`src/hw/rtl/lruk_pkg.sv`:
```
package lruk_pkg;

    localparam int FRAME_TOTAL = 64;
    localparam int MAX_HISTORY = 8;
    localparam int FID_W       = $clog2(FRAME_TOTAL);
    localparam int SLOT_W      = $clog2(MAX_HISTORY);
    localparam int LEN_W       = $clog2(MAX_HISTORY + 1);
    localparam int CNT_W       = $clog2(FRAME_TOTAL + 1);
    localparam int ADDR_W      = FID_W + SLOT_W;
    localparam int STAMP_W     = 32;
    localparam int K_W         = 4;
    localparam int FU_W        = 7;
    localparam int IN_DATA_W   = 8;
    localparam int OUT_DATA_W  = 16;

    localparam logic [STAMP_W-1:0] STAMP_MAX = '1;

    typedef enum logic [1:0] {
        FN_ACCESS = 2'd0,
        FN_MARK   = 2'd1,
        FN_REMOVE = 2'd2,
        FN_EVICT  = 2'd3
    } func_t;

    typedef enum logic [1:0] {
        ST_OK        = 2'd0,
        ST_BAD_ID    = 2'd1,
        ST_NOT_EVICT = 2'd2,
        ST_OVERFLOW  = 2'd3
    } status_t;

    typedef enum logic [1:0] {
        CFG_K_VALUE       = 2'd0,
        CFG_FRAMES_IN_USE = 2'd1
    } cfg_reg_t;

    typedef enum logic [1:0] {
        S_IDLE,
        S_EXEC,
        S_SCAN,
        S_FINISH
    } state_t;

    typedef struct packed {
        logic latch_req;
        logic exec_op;
        logic scan_clear;
        logic scan_step;
        logic finish_evict;
    } dp_cmd_t;

    typedef struct packed {
        logic is_evict;
        logic out_free;
        logic scan_end;
    } dp_status_t;

endpackage

```
`src/hw/rtl/lruk_ctrl.sv`:
```
module lruk_ctrl (
    input  logic                 clk,
    input  logic                 rst_n,
    input  logic                 s_tvalid,
    output logic                 s_tready,
    input  lruk_pkg::dp_status_t sts,
    output lruk_pkg::dp_cmd_t    cmd
);
    import lruk_pkg::*;

    state_t state_reg;
    state_t state_next;

    always_ff @(posedge clk or negedge rst_n)
    begin
        if (!rst_n)
        begin
            state_reg <= S_IDLE;
        end
        else
        begin
            state_reg <= state_next;
        end
    end

    always_comb
    begin
        state_next = state_reg;
        unique case (state_reg)
            S_IDLE:
            begin
                if (s_tvalid)
                begin
                    state_next = S_EXEC;
                end
            end
            S_EXEC:
            begin
                priority if (sts.is_evict)
                begin
                    state_next = S_SCAN;
                end
                else if (sts.out_free)
                begin
                    state_next = S_IDLE;
                end
                else
                begin
                    state_next = S_EXEC;
                end
            end
            S_SCAN:
            begin
                if (sts.scan_end)
                begin
                    state_next = S_FINISH;
                end
            end
            S_FINISH:
            begin
                if (sts.out_free)
                begin
                    state_next = S_IDLE;
                end
            end
            default:
            begin
                state_next = S_IDLE;
            end
        endcase
    end

    always_comb
    begin
        cmd      = '0;
        s_tready = 1'b0;
        unique case (state_reg)
            S_IDLE:
            begin
                s_tready      = 1'b1;
                cmd.latch_req = s_tvalid;
            end
            S_EXEC:
            begin
                cmd.scan_clear = sts.is_evict;
                cmd.exec_op    = !sts.is_evict && sts.out_free;
            end
            S_SCAN:
            begin
                cmd.scan_step = 1'b1;
            end
            S_FINISH:
            begin
                cmd.finish_evict = sts.out_free;
            end
            default:
            begin
                cmd = '0;
            end
        endcase
    end

endmodule

```
`config.mk`:
```
export PLATFORM = sky130hd
export DESIGN_NAME = lruk_ctrl
export DESIGN_NICKNAME = d
export VERILOG_FILES = /design/src/hw/rtl/lruk_pkg.sv /design/src/hw/rtl/lruk_ctrl.sv
export SDC_FILE = /design/constraint.sdc
export NUM_CORES = 1
export LEC_CHECK = 0
export ABC_AREA = 1
export BUFFER_PORTS_ARGS = -buffer_cell sky130_fd_sc_hd__buf_2
export CAP_MARGIN = 30
export CORE_AREA = 2 2 39 41
export DETAILED_ROUTE_END_ITERATION = 10
export DIE_AREA = 0 0 41 43
export PLACE_DENSITY = 0.39
export SLEW_MARGIN = 5
export SYNTH_ARGS = -nofsm -noshare
export SYNTH_HDL_FRONTEND = slang
export SYNTH_SLANG_ARGS = --single-unit
```
`constraint.sdc`:
```
create_clock -name clk -period 1 [get_ports clk]
set_input_delay 0.1 -clock clk [delete_from_list [all_inputs] [get_ports clk]]
set_output_delay 0.1 -clock clk [all_outputs]
set_load 0.005 [all_outputs]
```
---- Yosys cells after proc, flatten, opt, wreduce, memory -nomap -nowiden ----
Cells that the tools add are included.
Widths: inputs -> output; s select.
cells by class
  equal/unequal tests ..................... 6
  muxes and demuxes ....................... 11
  reductions and logical operators ........ 4
operators by type and width
  operator            number
  $mux 2              5
  $pmux 2 s4          1
  $ne 2x2->1 const B  3
  $mux 1              5
  $eq 2x2->1 const B  2
  $reduce_and 3->1    1
  $eq 2x1->1 const B  1
  $logic_not 2->1     1
  $logic_and 1x1->1   1
  $logic_not 1->1     1
word-level totals
  flip-flop bits (word level) ............. 2
  bits of input ports ..................... 6
  output and inout bits ................... 6
  logic and storage cells ................. 22

---- Logic depth before layout (Yosys ltp) ----
Gate-level depths: netlist of run 1.
  word-level depth ........................ 3
  depth in mapped cells ................... 5

---- Least setup slack after synthesis of run 1 ----
OpenSTA, ideal clock, no wires.
  path kind ............................... reg-to-reg
  start ................................... register (tool-made name)
  end ..................................... register state_reg[0]
  setup time .............................. 124 ps
  arrival ................................. 757 ps
  data required time ...................... 876 ps
  path slack .............................. 119 ps
  cell stages (with the launch flop) ...... 5
  clock period less this slack ............ 881 ps
  cells stage by stage .................... dfrtp_1 > nor2_1 > nand2_1 > nand2_1 > o21bai_2
RTL lines
  item                  RTL line         source
  end signal, assigned  lruk_ctrl.sv:22  state_reg <= state_next;
  end, declared         lruk_ctrl.sv:11  state_t state_reg;

==> results of run 1 <==
[per-layer routing]
metal	global-route usage, %	vias to the layer above	wire length, um
li1	-	109	-
met1	6.43	91	180
met2	9.06	4	255
met3	3.14	0	30
met4	6.00	0	0
met5	0	-	0
[cells in the mapped netlist]
cell,instances
nand2_1,5
nor2_1,5
inv_1,3
nor3_1,3
dfrtp_1,2
a21oi_1,1
inv_2,1
nand2_2,1
nand3_1,1
o21ai_1,1
o21bai_2,1
[final cells by class]
| class | instances | share of cell area (%) |
|---|---|---|
| clock buffers | 3 | 7.93 |
| inverters | 4 | 5.29 |
| multi-input cells | 18 | 35.7 |
| flip-flops and latches | 2 | 18.5 |
| well taps | 16 | 7.05 |
| repair buffers | 13 | 25.6 |
[critical path, delay by kind of cell (launching register included)]
family	cells	cell delay (ps)
buffers and inverters	2	210
DFF	1	440
and+or+nand+nor	2	130
[cell families (layout without fill, tap and decap cells)]
| kind of cell | count (synthesis) | after routing | synth area share, % |
|---|---|---|---|
| AO/OA/AOI/OAI | 3 | 3 | 14.2 |
| buffers and inverters | 4 | 20 | 10.0 |
| flip-flops | 2 | 2 | 33.3 |
| AND/OR/NAND/NOR | 15 | 15 | 42.5 |
[worst min path at each step]
| stage | endpoint | slack (ps) | depth (start not counted) |
|---|---|---|---|
| detailed placement | state_reg[0]$_DFFE_PN0P_ | -110 | 1 |
| global route | flip-flop | 180 | 3 |
| finish | flip-flop | 160 | 3 |
| CTS | flip-flop | 160 | 3 |
| floorplan | async pin | -200 | 0 |
| global placement | state_reg[0]$_DFFE_PN0P_ | -110 | 1 |
[report_power, final]
group          total [W]  switching (W)  leakage, nW  internal [W]
Combinational   0.000392       0.000206        0.120      0.000186
Clock           0.000176      0.0000441       0.0138      0.000132
Sequential      0.000214      0.0000812       0.0218      0.000132
[cells in the final DEF, fill, tap and decap left out, types with 2 or more instances in the layout]
cell type	instances
clkbuf_4	3
nand2_2	2
buf_2	11
nor3_2	2
inv_1	3
nand2_1	4
nor2_1	5
dfrtp_2	2
[repair_timing]
item,4_1_cts,5_1_grt
buffers inserted,1,0
endpoints found under the hold margin,2,0
endpoints found under the setup margin,6,7
hold buffers,1,0
gates resized for setup,4,2
pin swaps,1,1
[metrics by stage]
stage / area [um^2] / setup TNS [ps] / utilization [%]
3_5_place_dp: 225 / 0 / 16.3
6_report: 284 / -307 / 20.5
2_1_floorplan: 150 / 0 / -
4_1_cts: 275 / -382 / 19.9
5_1_grt: 284 / -712 / 20.5
3_3_place_gp: 225 / 0 / 16.3
==> impl_metrics.py, run 1 <==
metrics = {
    "critical_path": {
        "crit_type": "flip-flop to output pin",
        "path_cells": "inv_2 -> nand2_2 -> nor2_1 -> buf_2",
        "rrSetupSlack_ps": 0,
        "slowest_delay_ps": 440,
        "cpMaxStageDelayCell": "dfrtp_2",
        "crit_end": "cmd[2]",
        "cp-start-kind": "flip-flop",
        "worstRegToRegCells": 4,
        "cp.required_ps": 900,
        "worstPathArrival_ps": 1000,
        "end_kind": "output pin",
        "reg2reg_to": "state_reg[0]$_DFFE_PN0P_",
        "path_max_fanout": 6,
    },
    "die": {
        "ioPinCount": 12,
        "start_util_pct": 10.8,
        "die_h_um": 43,
        "rows": 14,
        "core_area_um2": 1380,
        "chipWidth_um": 41,
        "dieArea_um2": 1760,
    },
    "timing": {
        "finalSetupViolations": 6,
        "layout_setup_ws_ps": -98.8,
        "min_period_ps": 1100,
        "max_freq_mhz": 910,
        "hold_viol": 0,
        "rsz0062_at_grt": "true",
        "hold_slack_ps": 162,
        "fin_crit_sh_pct": 110,
        "slew_viol_final": 0,
        "worst_pin_slew_ps": 129,
        "slew_headroom_pct": 91.3,
        "fin_skew_ps": 2.90,
    },
    "synth": {
        "synthesis.nets": 30,
        "yosysSeqAreaShare_pct": 33.3,
        "yosys_warnings": 0,
        "synth_area_um2": 150,
        "ys_seq_elements": 2,
        "netlist_top_cells_area": "dfrtp_1 (33%), nand2_1 (13%), nor2_1 (13%)",
        "synth_top_area_share_pct": 33.3,
        "synth.largest_area_cell": "dfrtp_1",
        "ys_types": 11,
        "avgSynthCellArea_um2": 6.26,
        "synthCells": 24,
    },
    "global_routing": {
        "grt_max_degree": 7,
        "grt_pass1_vias": 192,
        "grt-ovfl-total": 0,
        "track_usage_pct": 6.43,
        "grt_pass1_wl_um": 717,
        "antenna_found_initial": 0,
    },
    "finish": {
        "drive_gt1_share_pct": 60.0,
        "num_antenna_cells": 0,
        "seqCellArea_um2": 52.6,
        "nFillCells": 168,
        "multi_input_area_um2": 101,
        "finalNetCount": 48,
        "final_cells": 56,
        "synthToLayoutAreaGrowth_pct": 89.2,
    },
    "clock_tree": {
        "clk-insertion-delay-late_ps": 220,
        "cts_max_path_buffers": 2,
        "cts.clk_slew.worst_paths_ps": 30,
        "root_buffer": "clkbuf_4",
        "cts_sinks": 2,
        "cts_made_buffers": 3,
        "htreeDepth": 1,
        "tritoncts": "yes",
    },
    "pwr": {
        "vdd_drop_max_mv": 0.853,
        "power_w": 0.000782,
        "total_leakage_power_nw": 0.155,
        "pwr_density_cell_nw_per_um2": 2750,
    },
    "routing": {
        "vias_per_cell": 3.64,
        "dr.pass1.iters": 1,
        "wl_per_cell_um": 8.30,
        "drcViolationCount": 0,
        "vias": 204,
        "drt.antenna.violating_nets": 0,
        "drt_iter0_markers": 0,
        "drt_wl_total_um": 465,
    },
    "min_path": {
        "hold_class": "input port to flip-flop",
        "hp-start": "sts[2]",
    },
    "outcome": {
        "violations": "negative setup slack",
        "status": "complete, but fails checks",
    },
    "placed_design": {
        "dp.cells": 51,
        "place.gp.congestion": 0.696,
        "hpwlAfterDp_um": 348,
        "preCtsSetupSlack_ps": 80.0,
        "port_buffers": 11,
    },
    "run": {
        "drv_cap": 0,
    },
}
Note: power is estimated with default switching activity, not from simulation.
==> run 2, diff against run 1 <==
--- a/config.mk
+++ b/config.mk
@@ -16,3 +16,4 @@
 export SYNTH_ARGS = -nofsm -noshare
 export SYNTH_HDL_FRONTEND = slang
 export SYNTH_SLANG_ARGS = --single-unit
+export TNS_END_PERCENT = 20
==> impl_metrics.py, run 2 (synthesis results as in run 1) <==
metrics = {
    "outcome": {
        "status": "complete, but fails checks",
        "violations": "negative setup slack",
    },
    "timing": {
        "setup_tns_ps": -303,
        "finalSetupViolations": 6,
        "rsz0062_at_grt": "true",
        "fin_crit_sh_pct": 110,
        "hold_slack_ps": 162,
        "hold_viol": 0,
        "layout_setup_ws_ps": -98.4,
        "max_freq_mhz": 910,
        "worst_pin_slew_ps": 129,
        "min_period_ps": 1100,
        "fin_skew_ps": 2.90,
        "slew_headroom_pct": 91.3,
        "slew_viol_final": 0,
    },
    "pwr": {
        "total_leakage_power_nw": 0.156,
        "vdd_drop_max_mv": 0.854,
        "pwr_density_cell_nw_per_um2": 2750,
    },
    "clock_tree": {
        "htreeDepth": 1,
        "cts_made_buffers": 3,
        "cts.clk_slew.worst_paths_ps": 30,
        "cts_sinks": 2,
        "cts_max_path_buffers": 2,
        "tritoncts": "yes",
        "root_buffer": "clkbuf_4",
        "clk-insertion-delay-late_ps": 220,
    },
    "critical_path": {
        "path_buf_inv": 2,
        "cpMaxStageDelayCell": "dfrtp_2",
        "crit_type": "flip-flop to output pin",
        "worstRegToRegCells": 4,
        "slowest_delay_ps": 440,
        "cp.required_ps": 900,
        "path_delay_family": "flip-flops",
        "path_depth": 4,
        "path_cells": "inv_2 -> nand2_2 -> nor2_1 -> buf_2",
        "cp-start-kind": "flip-flop",
        "reg2reg_to": "state_reg[0]$_DFFE_PN0P_",
        "rrSetupSlack_ps": 0,
        "path_max_fanout": 6,
        "end_kind": "output pin",
        "worstPathArrival_ps": 1000,
    },
    "global_routing": {
        "antenna_found_initial": 0,
        "grt_pass1_wl_um": 717,
        "grt_max_degree": 7,
        "track_usage_pct": 6.43,
        "grt_pass1_vias": 192,
        "grt-ovfl-total": 0,
    },
    "die": {
        "die_h_um": 43,
        "core_area_um2": 1380,
        "rows": 14,
        "start_util_pct": 10.8,
        "ioPinCount": 12,
        "dieArea_um2": 1760,
        "chipWidth_um": 41,
    },
    "finish": {
        "final_area_um2": 284,
        "final_cell_mix": "buf_2 (11), nor2_1 (5), nand2_1 (4)",
        "finalNetCount": 48,
        "drive_gt1_share_pct": 60.0,
        "synthToLayoutAreaGrowth_pct": 89.2,
        "num_antenna_cells": 0,
        "fin_util_pct": 20.5,
        "nFillCells": 168,
        "layout_commonest_cell": "buf_2",
    },
    "routing": {
        "met3_length_um": 30,
        "met2_length_um": 256,
        "vias_per_cell": 3.64,
        "top_layer": "met3",
        "vias": 204,
        "drt_wl_total_um": 464,
        "drt-met1-wl_um": 178,
        "drt.antenna.violating_nets": 0,
        "wl_per_cell_um": 8.29,
        "drt_iter0_markers": 0,
        "drcViolationCount": 0,
        "dr.pass1.iters": 1,
    },
    "min_path": {
        "whs_path_depth": 3,
        "hp-start": "sts[2]",
        "hold_class": "input port to flip-flop",
    },
    "placed_design": {
        "place.gp.congestion": 0.696,
        "port_buffers": 11,
        "placed_area_um2": 225,
        "hpwlAfterDp_um": 348,
        "preCtsSetupSlack_ps": 80.0,
    },
    "run": {
        "drv_cap": 0,
    },
}
## run 2: cell counts in the layout (fill, tap and decap cells not counted)
Identical to the previous run, type by type.
## run 2: worst max path at each step
| stage | start | to | slack [ps] |
|---|---|---|---|
| 6_report | flip-flop | cmd[2] | -100 |
| 5_1_grt | flip-flop | cmd[2] | -150 |
| 4_1_cts | flip-flop | cmd[2] | -110 |
| 3_5_place_dp | flip-flop | state_reg[0]$_DFFE_PN0P_ | 80 |
| 3_3_place_gp | flip-flop | state_reg[0]$_DFFE_PN0P_ | 70 |
| 2_1_floorplan | flip-flop | state_reg[0]$_DFFE_PN0P_ | 120 |
## run 2: metrics by stage
stage	power, W	std cells
after floorplan	0.000392	24
after global placement	0.000530	51
after detailed placement	0.000528	51
after CTS	0.000776	56
after global routing	0.000865	56
final	0.000781	56
## run 2: layout make-up
type	count	area, um^2	area share (%)
multi-input combinational	18	101	35.7
sequential	2	52.6	18.5
tap	16	20.0	7.05
inverter	4	15.0	5.29
clock buffer	3	22.5	7.93
timing repair buffer	13	72.6	25.6
## run 2: where the power goes
| part | switching, W | internal [W] | total [W] |
|---|---|---|---|
| Sequential | 0.0000813 | 0.000132 | 0.000214 |
| Clock | 0.0000441 | 0.000132 | 0.000176 |
| Combinational | 0.000205 | 0.000186 | 0.000391 |
| Total | 0.000331 | 0.000450 | 0.000781 |
## run 2: worst reg2reg max path: cells and delay by family, from the launching register on
kind | cells | cell delay, ps
AOI/OAI and AO/OA | 1 | 180
buffers and inverters | 2 | 220
DFF | 1 | 440
and+or+nand+nor | 1 | 40
## run 2: per-layer routing
metal / track usage [%] / vias up
li1: - / 109
met1: 6.43 / 91
met2: 9.06 / 4
met3: 3.14 / 0
met4: 6.00 / 0
met5: 0 / -
## run 2: what timing repair did
action	CTS	global route
endpoints found under the setup margin	6	7
buffers inserted	1	0
hold endpoints to repair	2	0
hold buffers	1	0
pin swaps	1	0
resized for setup	4	2
